### src/rtl/core/ccse_pkg.sv
package ccse_pkg;

	// stream payload widths
	localparam int IN_TDATA_W  = 88;
	localparam int OUT_TDATA_W = 64;
	localparam int CFG_ADDR_W  = 3;
	localparam int CFG_DATA_W  = 16;

	// heights in quarter units, positions in 1/512 pixel
	localparam int ZS_W  = 18;
	localparam int POS_W = 29;
	localparam int NUM_W = 35;
	localparam int DEN_W = 18;
	localparam int QUO_W = 17;
	localparam int DIV_STAGES = 6;
	localparam int DIV_STEPS  = 3;

	typedef enum logic [CFG_ADDR_W-1:0] {
		REG_LEVEL    = 3'd0,
		REG_CELL_W   = 3'd1,
		REG_CELL_H   = 3'd2,
		REG_ORIGIN_X = 3'd3,
		REG_ORIGIN_Y = 3'd4
	} reg_idx_t;

	// vertices: 0 top-left, 1 top-right, 2 bottom-right, 3 bottom-left, 4 center
	// per triangle: edges a-b, a-c, c-b
	localparam logic [2:0] EDGE_VA [4][3] = '{
		'{3'd0, 3'd0, 3'd4},
		'{3'd1, 3'd1, 3'd2},
		'{3'd4, 3'd4, 3'd2},
		'{3'd0, 3'd0, 3'd3}
	};
	localparam logic [2:0] EDGE_VB [4][3] = '{
		'{3'd1, 3'd4, 3'd1},
		'{3'd4, 3'd2, 3'd4},
		'{3'd3, 3'd2, 3'd3},
		'{3'd4, 3'd3, 3'd4}
	};

	typedef struct packed {
		logic [1:0]            tid;
		logic                  last;
		logic [3:0]            neg;
		logic [3:0][POS_W-1:0] pa;
	} side_t;

	// vertex offset in half cells
	function automatic logic [1:0] vx_off(input logic [2:0] v);
		case (v)
			3'd1, 3'd2: return 2'd2;
			3'd4:       return 2'd1;
			default:    return 2'd0;
		endcase
	endfunction

	function automatic logic [1:0] vy_off(input logic [2:0] v);
		case (v)
			3'd2, 3'd3: return 2'd2;
			3'd4:       return 2'd1;
			default:    return 2'd0;
		endcase
	endfunction

	function automatic logic crosses(input logic signed [ZS_W-1:0] lv,
			input logic signed [ZS_W-1:0] za, input logic signed [ZS_W-1:0] zb);
		return (za != zb) && ((lv <= za && lv >= zb) || (lv >= za && lv <= zb));
	endfunction

	function automatic logic [15:0] to_pix(input logic [POS_W-1:0] c);
		return (|c[POS_W-1:25]) ? 16'hFFFF : c[24:9];
	endfunction

endpackage

### src/rtl/core/ccse_div.sv
module ccse_div import ccse_pkg::*; (
	input  logic             clk,
	input  logic             en,
	input  logic [NUM_W-1:0] num,
	input  logic [DEN_W-1:0] den,
	output logic [QUO_W-1:0] quo,
	output logic             rem_nz
);

	// num < den * 2^QUO_W, so the upper part starts below den
	logic [DEN_W-1:0] rem_s [DIV_STAGES];
	logic [QUO_W-1:0] nq_s  [DIV_STAGES];
	logic [DEN_W-1:0] den_s [DIV_STAGES];

	for (genvar st = 0; st < DIV_STAGES; st++) begin : g_st
		logic [DEN_W-1:0] r_in, d_in, r_nx;
		logic [QUO_W-1:0] q_in, q_nx;

		if (st == 0) begin : g_first
			assign r_in = num[NUM_W-1:QUO_W];
			assign q_in = num[QUO_W-1:0];
			assign d_in = den;
		end else begin : g_next
			assign r_in = rem_s[st-1];
			assign q_in = nq_s[st-1];
			assign d_in = den_s[st-1];
		end

		// numerator bits shift out the top, quotient bits shift in below
		always_comb begin
			logic [DEN_W:0]   wide;
			logic [DEN_W-1:0] r;
			logic [QUO_W-1:0] q;
			r = r_in;
			q = q_in;
			wide = '0;
			for (int i = 0; i < DIV_STEPS; i++) begin
				if (st * DIV_STEPS + i < QUO_W) begin
					wide = {r, q[QUO_W-1]};
					q = {q[QUO_W-2:0], (wide >= {1'b0, d_in})};
					if (q[0]) begin
						r = DEN_W'(wide - {1'b0, d_in});
					end else begin
						r = wide[DEN_W-1:0];
					end
				end
			end
			r_nx = r;
			q_nx = q;
		end

		always_ff @(posedge clk) begin
			if (en) begin
				rem_s[st] <= r_nx;
				nq_s[st]  <= q_nx;
				den_s[st] <= d_in;
			end
		end
	end

	assign quo    = nq_s[DIV_STAGES-1];
	assign rem_nz = |rem_s[DIV_STAGES-1];

endmodule

### config.mk
export PLATFORM = sky130hd
export DESIGN_NAME = ccse_div
export DESIGN_NICKNAME = d
export VERILOG_FILES = /design/src/rtl/core/ccse_pkg.sv /design/src/rtl/core/ccse_div.sv
export SDC_FILE = /design/constraint.sdc
export NUM_CORES = 1
export LEC_CHECK = 0
export ABC_CLOCK_PERIOD_IN_PS = 9440
export BUFFER_PORTS_ARGS = -buffer_cell sky130_fd_sc_hd__clkbuf_2
export CAP_MARGIN = 10
export CORE_ASPECT_RATIO = 1.4
export CORE_MARGIN = 2
export CORE_UTILIZATION = 40
export DETAILED_ROUTE_END_ITERATION = 6
export PLACE_DENSITY_LB_ADDON = 0.08
export REMOVE_ABC_BUFFERS = 1
export SLEW_MARGIN = 20
export SYNTH_ARGS = -nofsm -noshare
export SYNTH_HDL_FRONTEND = slang
export SYNTH_SLANG_ARGS = --single-unit
### constraint.sdc
create_clock -name clk -period 9.44 [get_ports clk]
set_input_delay 0 -clock clk [delete_from_list [all_inputs] [get_ports clk]]
set_output_delay 0 -clock clk [all_outputs]
set_load 0.02 [all_outputs]
==> flow_summary.ini, run 1 <==
[outcome]
status = finished with violations
violations = hold timing

[timing]
max-slew-margin-rel = 0.3429
fin_crit_sh = 0.9219
drv_slew = 0
period_needed_ns = 8.703
grt_setup_unrepaired = no
worst_pin_slew_ns = 0.9857
finalSetupTns_ns = 0
skew_ns = 0.03035
holdWs_ns = -0.02388
fmax_mhz = 114.9
hold_viol_final = 6
setup_viol = 0

[synthesis]
avgSynthCellArea_sq_um = 9.494
ys_ff_latch = 300
synthArstFlopShare = 0
synth-seq-area-share = 0.3342
post_synth_most_frequent_cells = ha_1 (306), edfxtp_1 (300), inv_1 (229)
syn_inst = 2839
synth_top_area_frac = 0.3342
yosysMostFrequentCell = ha_1
synth_top_cell_by_area = edfxtp_1
ys_types = 83
synth_flop_cell = edfxtp_1
ys_warn_count = 0
synth_edf_count = 300
netlist_area_sq_mm = 0.02695
synth_top_cells_by_area = edfxtp_1 (33%), ha_1 (14%), xnor2_1 (5.1%)

[global_route]
antenna_found_initial = 0
gr-total-overflow = 0
track_usage = 0.2325
grt_max_degree = 104
grt_pass1_wl_mm = 124.6
grt_pass1_vias = 22240

[place]
dp_hpwl_mm = 66.72
place_congestion = 0.9763
port_buffers = 72

[cts]
h-tree-depth = 2
cts_buffer_depth = 3
cts_tree = built
cts_buffers = 36
post-cts-setup-buffers = 0
clkLatencyLatePin_ns = 0.57
clkTransAtPathRegs_ns = 0.05
cts_sinks = 300
root_buffer = clkbuf_16

[min_path]
hold_end = rem_s[1][13]
whs_path_depth = 1
min_path_type = in2reg
hp-start = en

[die]
dieArea_sq_mm = 0.06950
core_sq_mm = 0.06670
initial_core_util = 0.4041
io_pins = 73
row_count = 112
die_w_microns = 223.4
die_h_microns = 311.1

[critical_path]
cp.required_ns = 9.77
r2r-end = rem_s[1][16]
cp.arrival_ns = 9.03
cp_max_fo = 26
rrSetupSlack_ns = 0.74
reg2regPathDepth = 32
path_class = in2reg
slowest_stage = dlygate4sd3_1
path_common_cell = o21ai_0
endpoint_kind = flop
critical-path-max-stage-delay_ns = 0.54
reg2reg_from = den_s[0][5]
start_kind = input pin

[finish]
area_growth_pct = 11.16
drive_above_1_share = 0.1053
final.fill_count = 6499
insertedDiodeCount = 0
fin_nets = 3343

[detailed_routing]
drc = 0
dr.pass1.iters = 7
drt-total-wl_mm = 81.40
drtIter0Drc = 1217
avgRoutedWirePerCell_microns = 21.16
postRouteAntennaNets = 0
vias = 21820
viasPerCell = 5.673

[flow_run]
max-cap-violations = 0
[cell usage in the layout (no fill, tap or decap), drive strengths merged, types with 17 or more instances in the layout]
cell,n
buf,31
nor2,194
xnor2,158
xor2,65
edfxtp,300
o21bai,25
and3,25
mux2,126
o211ai,23
dlygate4sd3,34
o21ai,186
a21o,83
nor3,63
o31ai,21
nand4,40
mux2i,42
or3,19
inv,235
a31oi,20
o21a,54
nand2b,53
ha,306
nand2,170
o221ai,27
fa,17
nor2b,54
nand3,52
clkbuf,111
a211oi,24
a21oi,227
[cell families (layout without fill, tap and decap cells)]
group | Yosys count | after routing | share of synthesized area
AOI/OAI and AO/OA | 811 | 811 | 0.1960
xor gates and xnor gates | 223 | 223 | 0.07246
adders and majority gates | 323 | 323 | 0.1547
buffers and inverters | 280 | 432 | 0.03992
DFF | 300 | 300 | 0.3342
muxes | 168 | 168 | 0.06935
and+or+nand+nor | 734 | 734 | 0.1334
[worst max path at each step]
stage / to / slack, ns / cells past startpoint / startpoint
2_1_floorplan: rem_s[3][10] / 0.82 / 32 / den_s[2][1]
3_3_place_gp: rem_s[0][13] / 0.24 / 33 / den[1]
3_5_place_dp: rem_s[0][13] / 0.19 / 33 / den[1]
4_1_cts: rem_s[0][13] / 0.22 / 34 / den[1]
5_1_grt: rem_s[3][15] / 0.03 / 34 / den_s[2][1]
6_report: rem_s[0][13] / 0.74 / 34 / den[1]
[routing by layer]
| layer | part of all wire | GRT usage |
|---|---|---|
| met1 | 0.37 | 0.2323 |
| met2 | 0.55 | 0.4625 |
| met3 | 0.027 | 0.02465 |
| met4 | 0.058 | 0.1259 |
| met5 | 0 | 0 |
[state kept, by name, indices dropped and copies added, names as in the netlist]
name	count
den_s	90
nq_s	102
rem_s	108
[area by class of cell]
class	instances	area (sq um)	area share
Multi-Input combinational cell	2259	16900	0.5639
Sequential cell	300	9009	0.3007
Tap cell	855	1070	0.03571
Timing Repair Buffer	136	935.9	0.03124
Clock buffer	40	915.9	0.03057
Inverter	232	870.8	0.02907
Clock inverter	24	264.0	0.008812
[critical path, delay by kind of cell]
kind	cells	cell delay, ns
AND/OR/NAND/NOR	8	1.96
multiplexers	2	0.71
buffers and inverters	6	1.55
AO/OA/AOI/OAI	15	3.85
adder cells (fa/ha/maj)	3	0.94
[stage by stage]
| stage | instances | worst slack [ns] | instance area (sq um) | utilization |
|---|---|---|---|---|
| floorplan | 2791 | 0.8181 | 26750 | - |
| global placement | 3748 | 0.2392 | 28430 | 0.4262 |
| detailed placement | 3748 | 0.1878 | 28430 | 0.4262 |
| CTS | 3845 | 0.2181 | 29940 | 0.4488 |
| global route | 3846 | 0.02870 | 29960 | 0.4491 |
| finish | 3846 | 0.7370 | 29960 | 0.4491 |
[what timing repair did]
item,in CTS,in global routing
setup endpoints to repair,0,56
endpoints found under the hold margin,33,1
resized for setup,0,8
hold buffers,33,1
Power of run 1 is left out: the tool's default activity adds up to more than one toggle a clock period on the data nets, which glitch-free logic cannot reach.
==> run 2: changes to the inputs <==
CTS_BUF_LIST = sky130_fd_sc_hd__clkbuf_4 sky130_fd_sc_hd__clkbuf_8   (was unset)
TNS_END_PERCENT = 50   (was unset)
==> flow_summary.ini, run 2 (synthesis results as in run 1) <==
[global_route]
gr-total-overflow = 0
grt_max_degree = 104
grt_pass1_vias = 22380
track_usage = 0.2337
grt_pass1_wl_mm = 125.3
antenna_found_initial = 1

[die]
core_sq_mm = 0.06670
row_count = 112
die_w_microns = 223.4
initial_core_util = 0.4041
die_h_microns = 311.1
dieArea_sq_mm = 0.06950
io_pins = 73

[timing]
worst_pin_slew_ns = 0.9884
hold_viol_final = 0
period_needed_ns = 8.711
finalSetupTns_ns = 0
drv_slew = 0
setup_viol = 0
fin_crit_sh = 0.9228
max-slew-margin-rel = 0.3411
skew_ns = 0.04539
fmax_mhz = 114.8
grt_setup_unrepaired = no

[finish]
drive_above_1_share = 0.1140
regMostFlops = rem_s
fin_nets = 3369
final_cell_mix = ha_1 (306), edfxtp_1 (300), inv_1 (229)
final_common_cell = ha_1
final.fill_count = 6555
area_growth_pct = 10.98
largest_reg_flops = 108
reg.largest.list = rem_s: 108 flops, nq_s: 102 flops, den_s: 90 flops

[critical_path]
cp_max_fo = 13
path_class = reg2reg
endpoint_kind = flop
critical-path-max-stage-delay_ns = 0.48
cp.arrival_ns = 9.10
slowest_stage = a21oi_1
start_kind = flop
cp.required_ns = 9.83

[outcome]
status = complete, no violations

[place]
dp_hpwl_mm = 66.72
port_buffers = 72
place_congestion = 0.9763

[cts]
cts_buffer_depth = 3
clkLatencyLatePin_ns = 0.68
cts_sinks = 300
post-cts-setup-buffers = 0
cts_buffers = 53
cts_tree = built
h-tree-depth = 2
root_buffer = clkbuf_8
clkTransAtPathRegs_ns = 0.06

[detailed_routing]
drt-total-wl_mm = 81.85
postRouteAntennaNets = 0
viasPerCell = 5.643
vias = 21960
drc = 0
avgRoutedWirePerCell_microns = 21.03
dr.pass1.iters = 7
drtIter0Drc = 1156

[min_path]
min_path_type = in2reg

[flow_run]
max-cap-violations = 0
-- run 2: critical path, delay by kind of cell, from the launching register on --
kind,cells,cell delay (ns)
compound gates,20,5.23
flops,1,0.45
fa+ha+maj,3,1.05
xor+xnor,1,0.17
mux,1,0.12
buf+inv,4,0.83
simple gates,4,0.62
-- run 2: final cells by class --
| type | instances | area, sq um | share of cell area |
|---|---|---|---|
| Antenna cell | 1 | 2.502 | 0.00008366 |
| Clock buffer | 64 | 812.0 | 0.02715 |
| Clock inverter | 35 | 227.7 | 0.007613 |
| Inverter | 232 | 870.8 | 0.02911 |
| Multi-Input combinational cell | 2259 | 16900 | 0.5648 |
| Sequential cell | 300 | 9009 | 0.3012 |
| Tap cell | 855 | 1070 | 0.03576 |
| Timing Repair Buffer | 145 | 1026 | 0.03430 |
-- run 2: worst paths after layout --
kind         slack (ns)  cells past startpoint           end        start
min                0.06                      4  rem_s[0][15]      num[29]
max reg2reg        0.73                     33  rem_s[1][16]  den_s[0][5]
max                0.73                     33  rem_s[1][16]  den_s[0][5]
min reg2reg        0.41                      0    nq_s[5][5]   nq_s[4][3]
-- run 2: repair_timing --
action / 4_1_cts / 5_1_grt
endpoints found under the setup margin: 0 / 53
hold buffers: 43 / 0
endpoints found under the hold margin: 134 / 0
resized for setup: 0 / 8
-- run 2: metal layers --
metal  vias up  global-route usage  wire, microns
met4         0              0.1341           5155
li1      10880                   -              -
met1     10370              0.2342          30100
met5         -                   0              0
met2       476              0.4616          44530
met3       230             0.02332           2059
-- run 2: through the flow --
step / setup WS, ns / std cells / util / instance area (sq um) / hold slack (ns)
after floorplan: 0.8181 / 2791 / - / 26750 / 0.09887
after global placement: 0.2392 / 3748 / 0.4262 / 28430 / 0.1787
after detailed placement: 0.1878 / 3748 / 0.4262 / 28430 / 0.1786
after CTS: 0.3451 / 3890 / 0.4482 / 29900 / 0.003693
after global routing: 0.06826 / 3891 / 0.4484 / 29910 / 0.03861
final: 0.7285 / 3891 / 0.4484 / 29910 / 0.05513
Power of run 2 is left out for the same reason.
==> run 3: changes to the inputs <==
CELL_PAD_IN_SITES_DETAIL_PLACEMENT = 2   (was unset)
CELL_PAD_IN_SITES_GLOBAL_PLACEMENT = 2   (was unset)
SLEW_MARGIN = unset   (was 20)
==> flow_summary.ini, run 3 (synthesis results as in run 1) <==
[outcome]
status = complete, no violations

[cts]
clkTransAtPathRegs_ns = 0.06
cts_sinks = 300
clkLatencyLatePin_ns = 0.67
cts_tree = built
root_buffer = clkbuf_8
cts_buffers = 54
h-tree-depth = 2
cts_buffer_depth = 3
post-cts-setup-buffers = 0

[die]
initial_core_util = 0.4041
core_sq_mm = 0.06670
io_pins = 73
die_w_microns = 223.4
die_h_microns = 311.1
dieArea_sq_mm = 0.06950
row_count = 112

[critical_path]
start_kind = flop
cp.required_ns = 9.84
slowest_stage = a21oi_1
reg2reg_from = den_s[1][8]
path_class = reg2reg
cp.arrival_ns = 9.24
reg2regPathDepth = 30
critical-path-max-stage-delay_ns = 0.58
crit_buf_inv = 3
r2r-end = rem_s[2][12]
cp_max_fo = 18
crit_family = compound AO/OA/AOI/OAI gates
endpoint_kind = flop
path_common_cell = a21oi_1
rrSetupSlack_ns = 0.61

[timing]
fmax_mhz = 113.2
finalSetupTns_ns = 0
max-slew-margin-rel = 0.2859
drv_slew = 0
fin_crit_sh = 0.9355
grt_setup_unrepaired = yes
skew_ns = 0.03990
period_needed_ns = 8.831
worst_pin_slew_ns = 1.071
setup_viol = 0
hold_viol_final = 0

[finish]
regMostFlops = rem_s
largest_reg_flops = 108
final_common_cell = ha_1
area_growth_pct = 11.68
fin_nets = 3378
multi_input_area_sq_mm = 0.01691
reg.largest.list = rem_s: 108 flops, nq_s: 102 flops, den_s: 90 flops
drive_above_1_share = 0.1176
final.fill_count = 7239
ff_latch_area_sq_mm = 0.009009
final_cell_mix = ha_1 (306), edfxtp_1 (300), inv_1 (229)

[detailed_routing]
drtIter0Drc = 817
viasPerCell = 5.937
avgRoutedWirePerCell_microns = 25.71
drt-total-wl_mm = 100.2
drc = 0
vias = 23150
postRouteAntennaNets = 0
dr.pass1.iters = 5

[global_route]
track_usage = 0.2867
grt_pass1_wl_mm = 152.7
gr-total-overflow = 0
grt_pass1_vias = 26340
grt_max_degree = 87
antenna_found_initial = 1

[min_path]
whs_path_depth = 4
min_path_type = in2reg
hold_end = rem_s[0][12]
hp-start = num[26]

[place]
place_congestion = 0.8918
dp_hpwl_mm = 81.84
port_buffers = 72

[flow_run]
max-cap-violations = 0
## run 3: changes by cell type in the layout (fill, tap and decap cells not counted), sizes merged
cell / change
inv: +1
clkinvlp: -3
buf: +8
clkinv: -1
bufinv: +5
clkbuf: -2
## run 3: area by class of cell
class	count	share of cell area
Antenna cell	1	0.00008313
Clock buffer	62	0.02669
Clock inverter	37	0.01180
Inverter	232	0.02893
Multi-Input combinational cell	2259	0.5616
Sequential cell	300	0.2993
Tap cell	855	0.03554
Timing Repair Buffer	153	0.03608
## run 3: worst max path at each step
stage	startpoint	to	depth (start not counted)
after floorplan	den_s[2][1]	rem_s[3][10]	32
after global placement	den[1]	rem_s[0][14]	33
after detailed placement	den[1]	rem_s[0][14]	33
after CTS	den[1]	rem_s[0][14]	34
after global routing	den_s[3][8]	rem_s[4][15]	32
final	den_s[1][8]	rem_s[2][12]	30
## run 3: layer usage
layer / GRT usage / part of all wire / vias up
met1: 0.2697 / 0.34 / 11500
met2: 0.5786 / 0.56 / 469
met5: 0 / 0 / -
met3: 0.02786 / 0.023 / 297
met4: 0.1842 / 0.072 / 0
li1: - / - / 10890
## run 3: worst min-delay path: stages
cell and delay, ns:
clkbuf_2 0.10, mux2_2 0.18, mux2_2 0.17, mux2_4 0.13
## run 3: metrics by stage
step                      setup slack, ns  cell area (sq um)  hold WS [ns]  instances  utilization
final                              0.6090              30100       0.04262       3899       0.4513
after global routing              -0.2207              30100       0.01462       3899       0.4513
after CTS                         0.03585              30070      0.001583       3897       0.4508
after detailed placement          -0.1578              28490        0.1793       3756       0.4271
after global placement             0.3181              28490        0.1772       3756       0.4271
after floorplan                    0.8181              26750       0.09887       2791            -
## run 3: what timing repair did
| action | in CTS | in global routing |
|---|---|---|
| gates resized for setup | 0 | 12 |
| hold buffers | 42 | 1 |
| endpoints found under the hold margin | 117 | 1 |
| endpoints found under the setup margin | 0 | 68 |
Power of run 3 is left out for the same reason.
